[src/design/sssd_pkg.sv]
`timescale 1ns / 1ps

package sssd_pkg;

  // Commands carried by an input word.
  typedef enum logic [1:0] {
    CMD_TICK  = 2'd0,
    CMD_WRITE = 2'd1,
    CMD_SET   = 2'd2,
    CMD_CLEAR = 2'd3
  } cmd_e;

  // Glyph indexes beyond the ten decimal digits.
  localparam logic [3:0] GLYPH_POINT_ON  = 4'd10;
  localparam logic [3:0] GLYPH_POINT_OFF = 4'd11;

  // Digit extraction works on a fixed-point reciprocal with this many fraction bits.
  localparam int unsigned FRAC_BITS   = 30;
  localparam int unsigned RECIP_WIDTH = 27;
  localparam int unsigned NUM_WIDTH   = 16;
  localparam int unsigned PROD_WIDTH  = NUM_WIDTH + RECIP_WIDTH;
  localparam int unsigned SCALE_WIDTH = FRAC_BITS + 4;

  // One result word.
  typedef struct packed {
    logic [7:0]  segments_n;
    logic [3:0]  digit_enable;
    logic [15:0] shown_number;
  } result_t;

  // Rounded-up 2^30 / 10^(pos+1). The fraction of number * recip, times ten,
  // gives the decimal digit at that position for every 16-bit number.
  function automatic logic [RECIP_WIDTH-1:0] recip(input logic [1:0] pos);
    logic [RECIP_WIDTH-1:0] r;
    case (pos)
      2'd0:    r = 27'd107374183;
      2'd1:    r = 27'd10737419;
      2'd2:    r = 27'd1073742;
      2'd3:    r = 27'd107375;
      default: r = 27'd107374183;
    endcase
    return r;
  endfunction

  // Segment font, a..g in bits 0..6 and the point in bit 7, active high.
  function automatic logic [7:0] glyph(input logic [3:0] idx);
    logic [7:0] g;
    case (idx)
      4'd0:            g = 8'h3F;
      4'd1:            g = 8'h06;
      4'd2:            g = 8'h5B;
      4'd3:            g = 8'h4F;
      4'd4:            g = 8'h66;
      4'd5:            g = 8'h6D;
      4'd6:            g = 8'h7D;
      4'd7:            g = 8'h07;
      4'd8:            g = 8'h7F;
      4'd9:            g = 8'h6F;
      GLYPH_POINT_ON:  g = 8'h80;
      GLYPH_POINT_OFF: g = 8'h00;
      default:         g = 8'h00;
    endcase
    return g;
  endfunction

endpackage

[src/design/sssd_ifs.sv]
`timescale 1ns / 1ps

// Command channel into the driver.
interface sssd_in_if;
  logic        valid;
  logic        ready;
  logic [1:0]  cmd;
  logic [15:0] value;
  logic [3:0]  dp_bits;

  modport source (output valid, output cmd, output value, output dp_bits, input ready);
  modport sink   (input valid, input cmd, input value, input dp_bits, output ready);
endinterface

// Result channel out of the driver.
interface sssd_out_if;
  logic        valid;
  logic        ready;
  logic [7:0]  segments_n;
  logic [3:0]  digit_enable;
  logic [15:0] shown_number;

  modport source (output valid, output segments_n, output digit_enable, output shown_number,
                  input ready);
  modport sink   (input valid, input segments_n, input digit_enable, input shown_number,
                  output ready);
endinterface

[src/design/seven_segment_scan_driver.sv]
`timescale 1ns / 1ps

// Four-digit seven-segment scan driver. Every command word produces one result word that
// carries the held segment drive (active low), the one-hot digit enable (active high) and
// the stored display number. A scan tick advances the phase and drives one digit: phases
// 0 to 3 show the ones, tens, hundreds or thousands digit, phases 4 to 7 show only that
// digit's point. The block takes one word per cycle while the skid register is empty, and
// the digit comes from a single 16 x 27 reciprocal multiply in the accept cycle.
// Results wait in a result register backed by a skid register, so input stays open while
// one result is stalled and closes only when both hold words.
module seven_segment_scan_driver (
  input logic         clk_i,
  input logic         rst_ni,
  sssd_in_if.sink     in_i,
  sssd_out_if.source  out_o
);

  logic        in_fire;
  logic        out_fire;

  logic [2:0]  phase_q, phase_d;
  logic [15:0] number_q, number_d;
  logic [3:0]  mask_q, mask_d;
  logic [7:0]  seg_q, seg_d;
  logic [3:0]  digit_q, digit_d;

  logic        out_valid_q, out_valid_d;
  logic        skid_valid_q, skid_valid_d;
  sssd_pkg::result_t out_data_q, out_data_d;
  sssd_pkg::result_t skid_data_q, skid_data_d;
  sssd_pkg::result_t result;

  logic [2:0]  tick_phase;
  logic [1:0]  pos;
  logic [sssd_pkg::PROD_WIDTH-1:0]  product;
  logic [sssd_pkg::FRAC_BITS-1:0]   frac;
  logic [sssd_pkg::SCALE_WIDTH-1:0] scaled;
  logic [3:0]  dec_digit;
  logic [3:0]  glyph_idx;
  sssd_pkg::cmd_e cmd;

  assign cmd      = sssd_pkg::cmd_e'(in_i.cmd);
  assign in_i.ready = !skid_valid_q;
  assign in_fire  = in_i.valid && in_i.ready;
  assign out_fire = out_valid_q && out_o.ready;

  // Phase and digit position that a tick moves to.
  assign tick_phase = phase_q + 3'd1;
  assign pos        = tick_phase[1:0];

  // Decimal digit: fraction of number / 10^(pos+1), scaled by ten.
  assign product   = sssd_pkg::PROD_WIDTH'(number_q)
                   * sssd_pkg::PROD_WIDTH'(sssd_pkg::recip(pos));
  assign frac      = product[sssd_pkg::FRAC_BITS-1:0];
  assign scaled    = (sssd_pkg::SCALE_WIDTH'(frac) << 3) + (sssd_pkg::SCALE_WIDTH'(frac) << 1);
  assign dec_digit = scaled[sssd_pkg::SCALE_WIDTH-1:sssd_pkg::FRAC_BITS];

  // Digit glyph in the number phases, point only in the point phases.
  always_comb begin
    if (tick_phase[2]) begin
      glyph_idx = mask_q[pos] ? sssd_pkg::GLYPH_POINT_ON : sssd_pkg::GLYPH_POINT_OFF;
    end else begin
      glyph_idx = dec_digit;
    end
  end

  // Display state update for an accepted word.
  always_comb begin
    phase_d  = phase_q;
    number_d = number_q;
    mask_d   = mask_q;
    seg_d    = seg_q;
    digit_d  = digit_q;
    if (in_fire) begin
      case (cmd)
        sssd_pkg::CMD_TICK: begin
          phase_d = tick_phase;
          seg_d   = ~sssd_pkg::glyph(glyph_idx);
          digit_d = 4'(4'b0001 << pos);
        end
        sssd_pkg::CMD_WRITE: begin
          number_d = in_i.value;
        end
        sssd_pkg::CMD_SET: begin
          mask_d = mask_q | in_i.dp_bits;
        end
        sssd_pkg::CMD_CLEAR: begin
          mask_d = mask_q & ~in_i.dp_bits;
        end
        default: begin
          phase_d = phase_q;
        end
      endcase
    end
  end

  assign result = '{segments_n: seg_d, digit_enable: digit_d, shown_number: number_d};

  // Result register with a skid register behind it.
  always_comb begin
    out_valid_d  = out_valid_q;
    out_data_d   = out_data_q;
    skid_valid_d = skid_valid_q;
    skid_data_d  = skid_data_q;
    if (!out_valid_q || out_fire) begin
      if (skid_valid_q) begin
        out_valid_d  = 1'b1;
        out_data_d   = skid_data_q;
        skid_valid_d = 1'b0;
      end else begin
        out_valid_d = in_fire;
        out_data_d  = result;
      end
    end else if (in_fire) begin
      skid_valid_d = 1'b1;
      skid_data_d  = result;
    end
  end

  always_ff @(posedge clk_i or negedge rst_ni) begin
    if (!rst_ni) begin
      phase_q      <= 3'd0;
      number_q     <= 16'd0;
      mask_q       <= 4'd0;
      seg_q        <= 8'hFF;
      digit_q      <= 4'd0;
      out_valid_q  <= 1'b0;
      skid_valid_q <= 1'b0;
    end else begin
      phase_q      <= phase_d;
      number_q     <= number_d;
      mask_q       <= mask_d;
      seg_q        <= seg_d;
      digit_q      <= digit_d;
      out_valid_q  <= out_valid_d;
      skid_valid_q <= skid_valid_d;
    end
  end

  always_ff @(posedge clk_i) begin
    out_data_q  <= out_data_d;
    skid_data_q <= skid_data_d;
  end

  assign out_o.valid        = out_valid_q;
  assign out_o.segments_n   = out_data_q.segments_n;
  assign out_o.digit_enable = out_data_q.digit_enable;
  assign out_o.shown_number = out_data_q.shown_number;

  // The skid register only fills behind a stalled result.
  a_skid_behind_out: assert property (@(posedge clk_i) disable iff (!rst_ni)
    skid_valid_q |-> out_valid_q)
    else $error("skid word held without a result word in front");

  // At most one digit is driven at any time.
  a_digit_onehot0: assert property (@(posedge clk_i) disable iff (!rst_ni)
    $onehot0(digit_q))
    else $error("more than one digit enabled");

  // A tick always leaves exactly one digit driven.
  a_tick_drives_digit: assert property (@(posedge clk_i) disable iff (!rst_ni)
    (in_fire && cmd == sssd_pkg::CMD_TICK) |=> $onehot(digit_q))
    else $error("tick left no digit driven");

  // Commands other than a tick leave the scan position and drive alone.
  a_non_tick_holds: assert property (@(posedge clk_i) disable iff (!rst_ni)
    (in_fire && cmd != sssd_pkg::CMD_TICK) |=> ($stable(phase_q) && $stable(seg_q)
                                                && $stable(digit_q)))
    else $error("scan state changed on a non-tick command");

  // In the point phases all digit segments are dark.
  a_point_phase_dark: assert property (@(posedge clk_i) disable iff (!rst_ni)
    (phase_q[2] && digit_q != 4'd0) |-> (&seg_q[6:0]))
    else $error("digit segment lit in a point phase");

endmodule
[src/flat_wrapper.sv]
// flat-port wrapper written by rule: the top's interface ports become plain ports
module seven_segment_scan_driver_flat 
  (clk_i, rst_ni, in_i_valid, in_i_cmd, in_i_value, in_i_dp_bits, in_i_ready, out_o_valid, out_o_segments_n, out_o_digit_enable, out_o_shown_number, out_o_ready);
  sssd_in_if in_i_i ();
  sssd_out_if out_o_i ();
  input logic clk_i;
  input logic rst_ni;
  input wire logic [$bits(in_i_i.valid)-1:0] in_i_valid;
  input wire logic [$bits(in_i_i.cmd)-1:0] in_i_cmd;
  input wire logic [$bits(in_i_i.value)-1:0] in_i_value;
  input wire logic [$bits(in_i_i.dp_bits)-1:0] in_i_dp_bits;
  output wire logic [$bits(in_i_i.ready)-1:0] in_i_ready;
  output wire logic [$bits(out_o_i.valid)-1:0] out_o_valid;
  output wire logic [$bits(out_o_i.segments_n)-1:0] out_o_segments_n;
  output wire logic [$bits(out_o_i.digit_enable)-1:0] out_o_digit_enable;
  output wire logic [$bits(out_o_i.shown_number)-1:0] out_o_shown_number;
  input wire logic [$bits(out_o_i.ready)-1:0] out_o_ready;
  assign in_i_i.valid = in_i_valid;
  assign in_i_i.cmd = in_i_cmd;
  assign in_i_i.value = in_i_value;
  assign in_i_i.dp_bits = in_i_dp_bits;
  assign in_i_ready = in_i_i.ready;
  assign out_o_valid = out_o_i.valid;
  assign out_o_segments_n = out_o_i.segments_n;
  assign out_o_digit_enable = out_o_i.digit_enable;
  assign out_o_shown_number = out_o_i.shown_number;
  assign out_o_i.ready = out_o_ready;
  seven_segment_scan_driver u_core (.clk_i(clk_i), .rst_ni(rst_ni), .in_i(in_i_i), .out_o(out_o_i));
endmodule
[config.mk]
export PLATFORM = sky130hd
export DESIGN_NAME = seven_segment_scan_driver_flat
export DESIGN_NICKNAME = d
export VERILOG_FILES = /design/src/design/sssd_pkg.sv /design/src/design/sssd_ifs.sv /design/src/design/seven_segment_scan_driver.sv /design/src/flat_wrapper.sv
export SDC_FILE = /design/constraint.sdc
export NUM_CORES = 1
export LEC_CHECK = 0
export ABC_AREA = 1
export ABC_CLOCK_PERIOD_IN_PS = 8800
export BUFFER_PORTS_ARGS = -buffer_cell sky130_fd_sc_hd__buf_2
export CORE_MARGIN = 10
export CORE_UTILIZATION = 59
export CTS_CLUSTER_SIZE = 25
export DETAILED_ROUTE_END_ITERATION = 16
export PLACE_DENSITY = 0.8
export SKIP_LAST_GASP = 1
export SYNTH_ARGS = -nofsm -noshare
export SYNTH_HDL_FRONTEND = slang
export SYNTH_SLANG_ARGS = --single-unit
[constraint.sdc]
create_clock -name clk_i -period 8.8 [get_ports clk_i]
set_clock_uncertainty 0.2 [all_clocks]
set_input_delay 1.32 -clock clk_i [delete_from_list [all_inputs] [get_ports clk_i]]
set_output_delay 1.32 -clock clk_i [all_outputs]
set_load 0.02 [all_outputs]
==> run summary <==
WL per Instance - 17.7 µm
Max stage delay cell, worst path - fa_1
Slew @ Worst Pin - 1.12 ns
I/O pins - 56
initial antenna violation count - 0
Placer Congestion - 1.02
H-tree levels - 3
crit path launch - u_core.phase_q[0]
Post-synth EDFFs - 56
DRC Markers - 0
Hold WC Path Type - reg -> reg
most frequent cells in the layout - 458 x inv_1, 360 x nand2_1, 207 x fa_1
max-cap violations - 0
Synth Cell Area - 14,300 µm²
final worst-path cycle share - 0.978
Yosys warnings - 0
fin nets - 2,364
post-layout min period - 8.61 ns
Util after Layout - 0.724
overall die height - 176 µm
Initial DRC Count - 1,055
area post-placement - 16,000 µm²
CTS root buf - clkbuf_16
critical path required time - 8.69 ns
row count - 56
Final Setup Violations - 0
Clock Pin Slew Worst Setup and Hold Paths - 0.07 ns
Layout Cells excl Fill - 2,289
design area - 17,100 µm²
I/O Buffers - 55
Final Hold Fails - 0
crit path kind - reg -> reg
biggest cell delay along the critical path - 0.56 ns
Crit. End Element - flop
share of cells above drive strength 1 - 0.202
GR Util All Layers - 0.261
crit path capture - u_core.out_o.segments_n[1]
CTS max path bufs - 2
status - complete, no violations
core area - 23,700 µm²
die outline width - 176 µm
Startpoint Class - flop
worst r2r src - u_core.phase_q[0]
die area - 30,900 µm²
prevailing post-synth register cell - edfxtp_1
R2R Path End - u_core.out_o.segments_n[1]
area growth from synthesis to final layout - 19.7%
ys async rst share - 0.398
Max Slew Vio Count - 0
sequential fraction of the synthesis area - 0.183
detail-routed via count per cell - 5.27
number of global-route vias before repair - 12,400
synthesized net count - 2,155
setup TNS - 0 ns
WP data arrival - 8.50 ns
fmax - 116 MHz
Synth cell types - 45
pin count of the biggest net entering global routing - 38
clk sinks - 93
Hold Path Cell Cnt - 2
Worst-Skew Late Latency - 0.34 ns
Slew headroom - 0.252
CTS Buf Count - 9
Final HPWL DP - 33,700 µm
flop-to-flop setup slack - 0.19 ns
Ant. Diodes - 0
initial core utilization - 0.605
syn avg cell area - 8.15 µm²
DRT antenna net count - 0
final wirelength - 40,400 µm
GR Overflow Total - 0
drt pass-1 iters - 7
Hold Buf Count CTS - 0
RSZ-0062 raised after global routing - true
Worst R2R Path Depth - 48
dpl cells - 2,253
first-pass GRT wire length - 63,700 µm
most common cell after layout, fill and taps aside - inv_1
CP max FO - 7
Cells after Synth - 1,756
crit-path most repeated cell - nand2_1
flops & latches, synth - 93
via count - 12,100
CTS tree - built
[critical path, delay by kind of cell (launching register included)]
family,cells,cell delay (ns)
AOI/OAI and AO/OA,5,0.77
xor gates and xnor gates,2,0.28
adders and majority gates,10,3.77
buffers and inverters,12,1.05
DFF,1,0.43
and+or+nand+nor,19,1.83
[cells by family after synthesis]
family / after synthesis / share of synthesized area
AOI/OAI and AO/OA: 103 / 0.0412
xor gates and xnor gates: 35 / 0.0214
buffers and inverters: 508 / 0.134
and+or+nand+nor: 642 / 0.184
muxes: 2 / 0.00140
DFF: 93 / 0.183
adders and majority gates: 373 / 0.435
[area by class of cell]
cell class              instances  area [µm²]
clock buffers                   9         225
clock inverters                 7        75.1
fillers                      1804        6540
inverters                     482        1810
multi-input cells            1155       10400
flip-flops and latches         93        2620
well taps                     319         399
repair buffers                224        1610
[sequential cells by signal (all words and copies together) (netlist names), named ones only]
name,cells
u_core.skid_valid_q,1
u_core.number_q,16
u_core.skid_data_q,28
u_core.seg_q,8
u_core.out_o.segments_n,8
u_core.digit_q,4
u_core.out_o.valid,1
u_core.out_o.digit_enable,4
u_core.out_o.shown_number,16
u_core.phase_q,3
[per-stage QoR]
step / hold slack, ns / setup slack [ns]
floorplan: 0.250 / 0.377
finish: 0.308 / 0.193
global placement: 0.272 / -0.0435
global route: 0.332 / -0.122
CTS: 0.310 / 0.00607
detailed placement: 0.282 / -0.276
[Yosys cell counts, types with 2 or more instances]
cell type	count	area (µm²)
clkinv_1	7	26.3
buf_1	2	7.51
nand3_2	3	30.0
dfrtp_1	29	726
a21o_1	3	22.5
o21ai_0	18	90.1
nor3_1	4	20.0
a31oi_1	4	25.0
a21oi_1	59	295
nor2_4	2	22.5
or2_1	2	12.5
o21ai_1	2	10.0
o211ai_1	2	15.0
nand2_2	11	68.8
o21bai_1	2	15.0
fa_1	208	4160
nand3b_1	5	37.5
a221oi_1	2	17.5
mux2i_1	2	20.0
clkbuf_1	19	71.3
ha_1	165	2060
nor2_2	7	43.8
nand2_1	382	1430
xor2_1	22	193
dfstp_2	8	210
xnor2_1	13	114
nand3_1	43	215
nand4_1	18	113
edfxtp_1	56	1680
or2_2	5	31.3
and2_1	3	18.8
a21boi_1	4	30.0
buf_2	4	20.0
inv_2	10	37.5
inv_1	465	1750
nor2_1	156	586
[worst min path at each step]
stage / start / endpoint / slack, ns
after floorplan: flop / flop / 0.25
final: u_core.digit_q[3] / u_core.digit_q[3] / 0.31
after CTS: u_core.digit_q[3] / u_core.digit_q[3] / 0.31
after detailed placement: u_core.digit_q[1] / u_core.digit_q[1] / 0.28
after global placement: u_core.digit_q[3] / u_core.digit_q[3] / 0.27
after global routing: flop / flop / 0.33
[metal layers]
metal | global-route usage | wire length [µm] | share of wire | up-vias
met4 | 0.0636 | 1120 | 0.028 | 0
li1 | - | - | - | 5634
met3 | 0.0598 | 3680 | 0.091 | 85
met1 | 0.350 | 16600 | 0.41 | 5847
met2 | 0.419 | 19000 | 0.47 | 502
met5 | 0 | 0 | 0 | -
[repair_timing]
item                       CTS  global route
gates resized for setup     21           127
setup buffers                0            19
setup endpoints to repair   21            24
pin swaps                    5            50
gates cloned                 0             1
hold endpoints to repair     0             0
Power is not shown: default switching activity piles up to over one toggle a cycle in this logic, so the estimate is an artifact.
